--- src/hw/rtl/nsr_pkg.sv ---
package nsr_pkg;

  // fixed-point format
  localparam int FRAC_BITS = 16;
  localparam int VAL_W     = 32;
  localparam int ROOT_W    = VAL_W - 1;
  localparam int SQ_W      = 2 * ROOT_W;
  localparam int DIVD_W    = VAL_W + FRAC_BITS;
  localparam int DIV_CNT_W = $clog2(DIVD_W);
  localparam int CNT_W     = 8;
  localparam int TOL_W     = 16;
  localparam int CFG_W     = 16;
  localparam int CFG_IDX_W = 1;

  localparam logic [ROOT_W-1:0] ROOT_MAX = {ROOT_W{1'b1}};
  localparam logic [ROOT_W-1:0] ROOT_ONE = ROOT_W'(1);

  // reset values of the configuration registers
  localparam logic [TOL_W-1:0] TOL_RESET   = TOL_W'(1);
  localparam logic [CNT_W-1:0] LIMIT_RESET = CNT_W'(32);

  // configuration register indexes
  localparam logic [CFG_IDX_W-1:0] REG_TOLERANCE  = CFG_IDX_W'(0);
  localparam logic [CFG_IDX_W-1:0] REG_ITER_LIMIT = CFG_IDX_W'(1);

  typedef enum logic [2:0] {
    S_IDLE,
    S_MUL,
    S_TEST,
    S_DIV,
    S_UPD,
    S_DONE
  } state_t;

  // controller to datapath
  typedef struct packed {
    logic load;
    logic mul;
    logic div_start;
    logic div_step;
    logic update;
    logic mark_conv;
    logic mark_fail;
    logic out_load;
  } cmd_t;

  // datapath to controller
  typedef struct packed {
    logic is_zero;
    logic tol_ok;
    logic limit_hit;
    logic div_last;
  } sts_t;

endpackage

--- src/hw/rtl/nsr_ctrl.sv ---
module nsr_ctrl (
  input  logic           clk,
  input  logic           rst_n,
  input  logic           in_valid,
  output logic           in_stall,
  output logic           out_valid,
  input  logic           out_stall,
  input  nsr_pkg::sts_t  sts,
  output nsr_pkg::cmd_t  cmd
);

  nsr_pkg::state_t state_r, state_nxt;
  logic            out_valid_r, out_valid_nxt;

  // state and output valid registers
  always_ff @(posedge clk) begin
    if (!rst_n) begin
      state_r     <= nsr_pkg::S_IDLE;
      out_valid_r <= 1'b0;
    end else begin
      state_r     <= state_nxt;
      out_valid_r <= out_valid_nxt;
    end
  end

  // next state and commands
  always_comb begin
    state_nxt = state_r;
    cmd       = '0;
    unique case (state_r)
      nsr_pkg::S_IDLE: begin
        if (in_valid) begin
          cmd.load  = 1'b1;
          state_nxt = nsr_pkg::S_MUL;
        end
      end
      nsr_pkg::S_MUL: begin
        if (sts.is_zero) begin
          cmd.mark_conv = 1'b1;
          state_nxt     = nsr_pkg::S_DONE;
        end else begin
          cmd.mul   = 1'b1;
          state_nxt = nsr_pkg::S_TEST;
        end
      end
      nsr_pkg::S_TEST: begin
        if (sts.tol_ok) begin
          cmd.mark_conv = 1'b1;
          state_nxt     = nsr_pkg::S_DONE;
        end else if (sts.limit_hit) begin
          cmd.mark_fail = 1'b1;
          state_nxt     = nsr_pkg::S_DONE;
        end else begin
          cmd.div_start = 1'b1;
          state_nxt     = nsr_pkg::S_DIV;
        end
      end
      nsr_pkg::S_DIV: begin
        cmd.div_step = 1'b1;
        if (sts.div_last) begin
          state_nxt = nsr_pkg::S_UPD;
        end
      end
      nsr_pkg::S_UPD: begin
        cmd.update = 1'b1;
        state_nxt  = nsr_pkg::S_MUL;
      end
      nsr_pkg::S_DONE: begin
        if (!out_valid_r || !out_stall) begin
          cmd.out_load = 1'b1;
          state_nxt    = nsr_pkg::S_IDLE;
        end
      end
      default: state_nxt = nsr_pkg::S_IDLE;
    endcase
  end

  // output slot: filled on load, emptied when taken
  always_comb begin
    out_valid_nxt = out_valid_r;
    if (cmd.out_load) begin
      out_valid_nxt = 1'b1;
    end else if (out_valid_r && !out_stall) begin
      out_valid_nxt = 1'b0;
    end
  end

  assign in_stall  = (state_r != nsr_pkg::S_IDLE);
  assign out_valid = out_valid_r;

endmodule

--- src/hw/rtl/nsr_datapath.sv ---
module nsr_datapath (
  input  logic                          clk,
  input  nsr_pkg::cmd_t                 cmd,
  output nsr_pkg::sts_t                 sts,
  input  logic [nsr_pkg::VAL_W-1:0]     in_radicand,
  input  logic [nsr_pkg::TOL_W-1:0]     tolerance,
  input  logic [nsr_pkg::CNT_W-1:0]     iteration_limit,
  output logic [nsr_pkg::ROOT_W-1:0]    out_root,
  output logic [nsr_pkg::CNT_W-1:0]     out_steps_taken,
  output logic                          out_converged
);

  localparam int VAL_W     = nsr_pkg::VAL_W;
  localparam int ROOT_W    = nsr_pkg::ROOT_W;
  localparam int SQ_W      = nsr_pkg::SQ_W;
  localparam int DIVD_W    = nsr_pkg::DIVD_W;
  localparam int DIV_CNT_W = nsr_pkg::DIV_CNT_W;
  localparam int CNT_W     = nsr_pkg::CNT_W;
  localparam int FRAC_BITS = nsr_pkg::FRAC_BITS;

  logic [VAL_W-1:0]     value_r, value_nxt;
  logic [ROOT_W-1:0]    est_r, est_nxt;
  logic [CNT_W-1:0]     cnt_r, cnt_nxt;
  logic [SQ_W-1:0]      sq_r, sq_nxt;
  logic [ROOT_W-1:0]    rem_r, rem_nxt;
  logic [DIVD_W-1:0]    dvd_r, dvd_nxt;
  logic [DIV_CNT_W-1:0] dcnt_r, dcnt_nxt;
  logic                 conv_r, conv_nxt;
  logic [ROOT_W-1:0]    root_r;
  logic [CNT_W-1:0]     steps_r;
  logic                 res_conv_r;

  logic [ROOT_W-1:0]    half_v;
  logic [SQ_W-1:0]      sq_shift;
  logic [SQ_W-1:0]      v_ext;
  logic [SQ_W-1:0]      diff;
  logic [ROOT_W:0]      trial;
  logic                 fits;
  logic [DIVD_W:0]      sum;
  logic [DIVD_W-1:0]    mean;

  // start estimate: half the value, at least one lsb unless the value is zero
  assign half_v = in_radicand[VAL_W-1:1];

  // tolerance test on the registered square
  assign sq_shift = sq_r >> FRAC_BITS;
  assign v_ext    = SQ_W'(value_r);
  assign diff     = (sq_shift >= v_ext) ? (sq_shift - v_ext) : (v_ext - sq_shift);

  // restoring division, one quotient bit a cycle
  assign trial = {rem_r, dvd_r[DIVD_W-1]};
  assign fits  = (trial >= {1'b0, est_r});

  // new estimate: mean of estimate and quotient, saturated, never zero
  assign sum  = {1'b0, dvd_r} + (DIVD_W + 1)'(est_r);
  assign mean = sum[DIVD_W:1];

  always_comb begin
    value_nxt = value_r;
    est_nxt   = est_r;
    cnt_nxt   = cnt_r;
    sq_nxt    = sq_r;
    rem_nxt   = rem_r;
    dvd_nxt   = dvd_r;
    dcnt_nxt  = dcnt_r;
    conv_nxt  = conv_r;
    if (cmd.load) begin
      value_nxt = in_radicand;
      cnt_nxt   = '0;
      if (half_v != '0) begin
        est_nxt = half_v;
      end else if (in_radicand != '0) begin
        est_nxt = nsr_pkg::ROOT_ONE;
      end else begin
        est_nxt = '0;
      end
    end
    if (cmd.mul) begin
      sq_nxt = SQ_W'(est_r) * SQ_W'(est_r);
    end
    if (cmd.div_start) begin
      rem_nxt  = '0;
      dvd_nxt  = {value_r, {FRAC_BITS{1'b0}}};
      dcnt_nxt = '0;
    end
    if (cmd.div_step) begin
      rem_nxt  = fits ? ROOT_W'(trial - {1'b0, est_r}) : ROOT_W'(trial);
      dvd_nxt  = {dvd_r[DIVD_W-2:0], fits};
      dcnt_nxt = dcnt_r + DIV_CNT_W'(1);
    end
    if (cmd.update) begin
      cnt_nxt = cnt_r + CNT_W'(1);
      if (mean > DIVD_W'(nsr_pkg::ROOT_MAX)) begin
        est_nxt = nsr_pkg::ROOT_MAX;
      end else if (mean == '0) begin
        est_nxt = nsr_pkg::ROOT_ONE;
      end else begin
        est_nxt = mean[ROOT_W-1:0];
      end
    end
    if (cmd.mark_conv) begin
      conv_nxt = 1'b1;
    end else if (cmd.mark_fail) begin
      conv_nxt = 1'b0;
    end
  end

  // working registers
  always_ff @(posedge clk) begin
    value_r <= value_nxt;
    est_r   <= est_nxt;
    cnt_r   <= cnt_nxt;
    sq_r    <= sq_nxt;
    rem_r   <= rem_nxt;
    dvd_r   <= dvd_nxt;
    dcnt_r  <= dcnt_nxt;
    conv_r  <= conv_nxt;
  end

  // result register
  always_ff @(posedge clk) begin
    if (cmd.out_load) begin
      root_r     <= est_r;
      steps_r    <= cnt_r;
      res_conv_r <= conv_r;
    end
  end

  assign sts.is_zero   = (value_r == '0);
  assign sts.tol_ok    = (diff <= SQ_W'(tolerance));
  assign sts.limit_hit = (cnt_r >= iteration_limit);
  assign sts.div_last  = (dcnt_r == DIV_CNT_W'(DIVD_W - 1));

  assign out_root        = root_r;
  assign out_steps_taken = steps_r;
  assign out_converged   = res_conv_r;

endmodule

--- src/hw/rtl/newton_square_root_top.sv ---
// Newton square root, unsigned Q16.16 in, unsigned Q15.16 out, one item at a time.
// A zero radicand goes straight to the result; otherwise each of the steps_taken
// steps is a bit-serial divider pass plus square, test and update states. A new
// item is taken once the result has moved to the output register. Reset clears
// the controller and the output valid, and sets tolerance to 1 and iteration_limit
// to 32.
module newton_square_root_top (
  input  logic                              clk,
  input  logic                              rst_n,
  input  logic                              in_valid,
  output logic                              in_stall,
  input  logic [nsr_pkg::VAL_W-1:0]         in_radicand,
  output logic                              out_valid,
  input  logic                              out_stall,
  output logic [nsr_pkg::ROOT_W-1:0]        out_root,
  output logic [nsr_pkg::CNT_W-1:0]         out_steps_taken,
  output logic                              out_converged,
  input  logic                              cfg_we,
  input  logic [nsr_pkg::CFG_IDX_W-1:0]     cfg_index,
  input  logic [nsr_pkg::CFG_W-1:0]         cfg_wdata
);

  logic [nsr_pkg::TOL_W-1:0] tol_r, tol_nxt;
  logic [nsr_pkg::CNT_W-1:0] limit_r, limit_nxt;
  nsr_pkg::cmd_t             cmd;
  nsr_pkg::sts_t             sts;

  // configuration register decode
  always_comb begin
    tol_nxt   = tol_r;
    limit_nxt = limit_r;
    if (cfg_we) begin
      unique case (cfg_index)
        nsr_pkg::REG_TOLERANCE:  tol_nxt   = cfg_wdata[nsr_pkg::TOL_W-1:0];
        nsr_pkg::REG_ITER_LIMIT: limit_nxt = cfg_wdata[nsr_pkg::CNT_W-1:0];
        default: ;
      endcase
    end
  end

  always_ff @(posedge clk) begin
    if (!rst_n) begin
      tol_r   <= nsr_pkg::TOL_RESET;
      limit_r <= nsr_pkg::LIMIT_RESET;
    end else begin
      tol_r   <= tol_nxt;
      limit_r <= limit_nxt;
    end
  end

  nsr_ctrl u_ctrl (
    .clk       (clk),
    .rst_n     (rst_n),
    .in_valid  (in_valid),
    .in_stall  (in_stall),
    .out_valid (out_valid),
    .out_stall (out_stall),
    .sts       (sts),
    .cmd       (cmd)
  );

  nsr_datapath u_datapath (
    .clk             (clk),
    .cmd             (cmd),
    .sts             (sts),
    .in_radicand     (in_radicand),
    .tolerance       (tol_r),
    .iteration_limit (limit_r),
    .out_root        (out_root),
    .out_steps_taken (out_steps_taken),
    .out_converged   (out_converged)
  );

endmodule
--- config.mk ---
export PLATFORM = sky130hd
export DESIGN_NAME = newton_square_root_top
export DESIGN_NICKNAME = d
export VERILOG_FILES = /design/src/hw/rtl/nsr_pkg.sv /design/src/hw/rtl/nsr_ctrl.sv /design/src/hw/rtl/nsr_datapath.sv /design/src/hw/rtl/newton_square_root_top.sv
export SDC_FILE = /design/constraint.sdc
export NUM_CORES = 2
export LEC_CHECK = 0
export BUFFER_PORTS_ARGS = -buffer_cell sky130_fd_sc_hd__buf_2
export CAP_MARGIN = 40
export CORE_MARGIN = 10
export CORE_UTILIZATION = 55
export DETAILED_ROUTE_END_ITERATION = 8
export HOLD_SLACK_MARGIN = 0.06
export PLACE_DENSITY = 0.71
export SYNTH_ARGS = -nofsm -noshare
export SYNTH_HDL_FRONTEND = slang
export SYNTH_SLANG_ARGS = --single-unit
--- constraint.sdc ---
create_clock -name clk -period 23 [get_ports clk]
set_clock_uncertainty 0.2 [all_clocks]
set_input_delay 3.45 -clock clk [delete_from_list [all_inputs] [get_ports clk]]
set_output_delay 3.45 -clock clk [all_outputs]
set_load 0.1 [all_outputs]
==> metrics.md <==
| Metric | Value |
|---|---|
| Status | finished clean |
| Global-route wire length before repair | 203.3 mm |
| Clk slew on worst S/H paths | 0.07 ns |
| Htree depth | 1 |
| CTS max path bufs | 3 |
| Drt drc | 0 |
| Initial Utilization | 0.5557 |
| Post-CTS setup buffers | 0 |
| Post-synth net total | 6005 |
| Post-cts resize count | 0 |
| Worst slew pin tran | 0.8833 ns |
| Final #Nets | 6039 |
| Hold-fix buffers at CTS | 0 |
| Post-DP HPWL | 103.6 mm |
| Final setup vio count | 0 |
| Initial antenna violation count | 7 |
| Yosys cell types | 92 |
| Worst Hold Class | reg -> reg |
| Type of origin of the critical path | register |
| Max-cap violations | 0 |
| Final Hold Viols | 0 |
| Largest net degree at the start of global routing | 55 |
| Ports | 96 |
| Sequential share of the synthesized area | 0.1753 |
| Setup_tns | 0 ns |
| Die Width | 305.3 um |
| Die area | 0.09319 mm^2 |
| Synth Flop Type | edfxtp_1 |
| Util after Layout | 0.5915 |
| Worst Path Buf+Inv | 7 |
| EDFF count, synth | 242 |
| Clock root cell | clkbuf_16 |
| RSZ-0062 raised after global routing | no |
| Cell count after synthesis | 4775 |
| CP max stage delay | 0.76 ns |
| Crit path kind | reg -> reg |
| CTS tree | yes |
| Slew Limit Headroom | 0.4105 |
| CP endpoint kind | register |
| Syn. warnings | 0 |
| DRT Wirelength | 131.0 mm |
| Syn_area_per_cell | 9.374 um^2 |
| Crit path arrival time | 10.31 ns |
| Clock Latency Late Sink | 0.61 ns |
| Max-slew violations | 0 |
| Fmax | 98.54 MHz |
| GRT Util Overall | 0.2796 |
| Number of clock sinks | 271 |
| Antenna-violating nets left | 0 |
| Crit-path slowest cell | o311ai_0 |
| Flops & latches, synth | 271 |
| Layout cells sized above 1 | 0.05773 |
| Critical path fanouts, max | 16 |
| Number of global-route vias before repair | 35090 |
| Post-route minimum period | 10.15 ns |
| Routability cong. | 1.011 |
| Chip height | 305.3 um |
| Fraction of registers with async set/reset | 0 |
| CP delay by family, top | adder cells |
| Via Count | 34200 |
| Crit share post-route | 0.4412 |
| Drt pass-1 iters | 6 |
| Core Region | 0.08055 mm^2 |
| Port-buffer cells | 95 |
| Most numerous cell on the critical path | fa_1 |
| Initial DRC Count | 3132 |
| WL/cell | 22.22 um |
| Cts bufs inserted | 31 |
| Drt via density | 5.802 |
| Area growth from synthesis to layout | 6.452% |
| Row count | 104 |
| CP Data Required Time | 23.16 ns |
| Global route overflow | 0 |
| Netlist Area Pre-Place | 0.04476 mm^2 |
per-layer routing:
| metal | GRT usage | vias to the layer above | share of wire |
|---|---|---|---|
| li1 | - | 15280 | - |
| met1 | 0.3763 | 17000 | 0.41 |
| met2 | 0.4477 | 1610 | 0.45 |
| met3 | 0.06041 | 313 | 0.10 |
| met4 | 0.08908 | 0 | 0.041 |
| met5 | 0 | - | 0 |
synthesized netlist by cell type (all sizes together) (28+ instances only):
master,count,area share
clkbuf,117,0.0098
buf,46,0.0056
a21o,94,0.016
dfxtp,29,0.013
and2,34,0.0048
xor2,65,0.013
and3,44,0.0063
ha,415,0.12
o21ai,142,0.016
nand3,69,0.0079
inv,1062,0.089
nand2,425,0.036
xnor2,89,0.017
fa,761,0.34
a21oi,211,0.024
nand4,49,0.0073
a21boi,28,0.0047
nor3,38,0.0044
mux2i,36,0.0081
nor2,402,0.034
edfxtp,242,0.16
path summary, 6_finish.rpt:
check        slack, ns                       endpoint  cells past startpoint                      startpoint
min reg2reg       0.26        limit_r[1]$_SDFFE_PN0P_                      2         limit_r[1]$_SDFFE_PN0P_
min               0.26        limit_r[1]$_SDFFE_PN0P_                      2         limit_r[1]$_SDFFE_PN0P_
max              12.85  u_datapath.sq_r[54]$_DFFE_PP_                     28  u_datapath.est_r[12]$_DFFE_PP_
max reg2reg      12.85  u_datapath.sq_r[54]$_DFFE_PP_                     28  u_datapath.est_r[12]$_DFFE_PP_
area by class of cell:
| cell class | count | area [um^2] |
|---|---|---|
| repair buffers | 164 | 1135 |
| well taps | 1060 | 1326 |
| clock inverters | 23 | 277.8 |
| diodes | 2 | 5.005 |
| clock buffers | 34 | 787.0 |
| fillers | 6977 | 32900 |
| multi-input cells | 3268 | 32240 |
| flip-flops and latches | 271 | 7848 |
| inverters | 1073 | 4028 |
metrics by stage:
stage               worst slack (ns)  hold WS [ns]  std cells  cell area (um^2)
floorplan                      14.56        0.2302       4775             44760
global placement               13.23        0.2509       5824             46350
detailed placement             13.07        0.2576       5835             46570
CTS                            13.02        0.2670       5892             47640
global route                   12.50        0.2865       5894             47640
finish                         12.85        0.2645       5895             47650
layout by cell type (no fill, tap or decap), types with 14 or more instances in the layout:
cell,instances
a21o_1,94
a21boi_0,28
o21a_1,27
a211oi_1,19
and4_1,19
a21oi_1,202
nor3_1,37
a31oi_1,25
and2_1,33
nor2b_1,27
and3_1,43
mux2i_1,36
buf_2,96
buf_4,58
inv_1,1061
dfxtp_1,29
edfxtp_1,242
nand2b_1,24
clkinv_1,16
fa_1,761
nand2_1,419
xor2_1,65
o21ai_0,135
nand4_1,47
clkbuf_16,31
o21bai_1,17
xnor2_1,89
nor4_1,25
nand3_1,67
o211ai_1,19
or2_2,14
nor2_1,400
ha_1,415
kinds of logic (layout without fill, tap and decap cells):
logic type / after synthesis / count (layout) / share of synthesized area
multiplexers: 38 / 38 / 0.008554
XOR/XNOR: 154 / 154 / 0.03013
adder cells (fa/ha/maj): 1176 / 1176 / 0.4564
flip-flops: 271 / 271 / 0.1753
AO/OA/AOI/OAI: 691 / 691 / 0.09982
other: 0 / 2 / 0
AND/OR/NAND/NOR: 1209 / 1209 / 0.1244
buffers and inverters: 1236 / 1294 / 0.1054
registers in the layout, summed over array words and instances (netlist names):
| signal | count |
|---|---|
| u_datapath.dvd_r | 48 |
| u_datapath.sq_r | 46 |
| u_datapath.value_r | 32 |
| u_datapath.est_r | 31 |
| u_datapath.out_root | 31 |
| u_datapath.rem_r | 31 |
| tol_r | 16 |
| limit_r | 8 |
| u_datapath.cnt_r | 8 |
| u_datapath.out_steps_taken | 8 |
| u_datapath.dcnt_r | 6 |
| u_ctrl.state_r | 3 |
| u_ctrl.out_valid | 1 |
| u_datapath.conv_r | 1 |
| u_datapath.out_converged | 1 |
worst min-delay path, stage by stage (launching register included):
cell,delay [ns]
dfxtp_1,0.31
nand2_1,0.04
a21boi_0,0.06
Power is not shown: default switching activity piles up to over one toggle a cycle in this logic, so the estimate is an artifact.
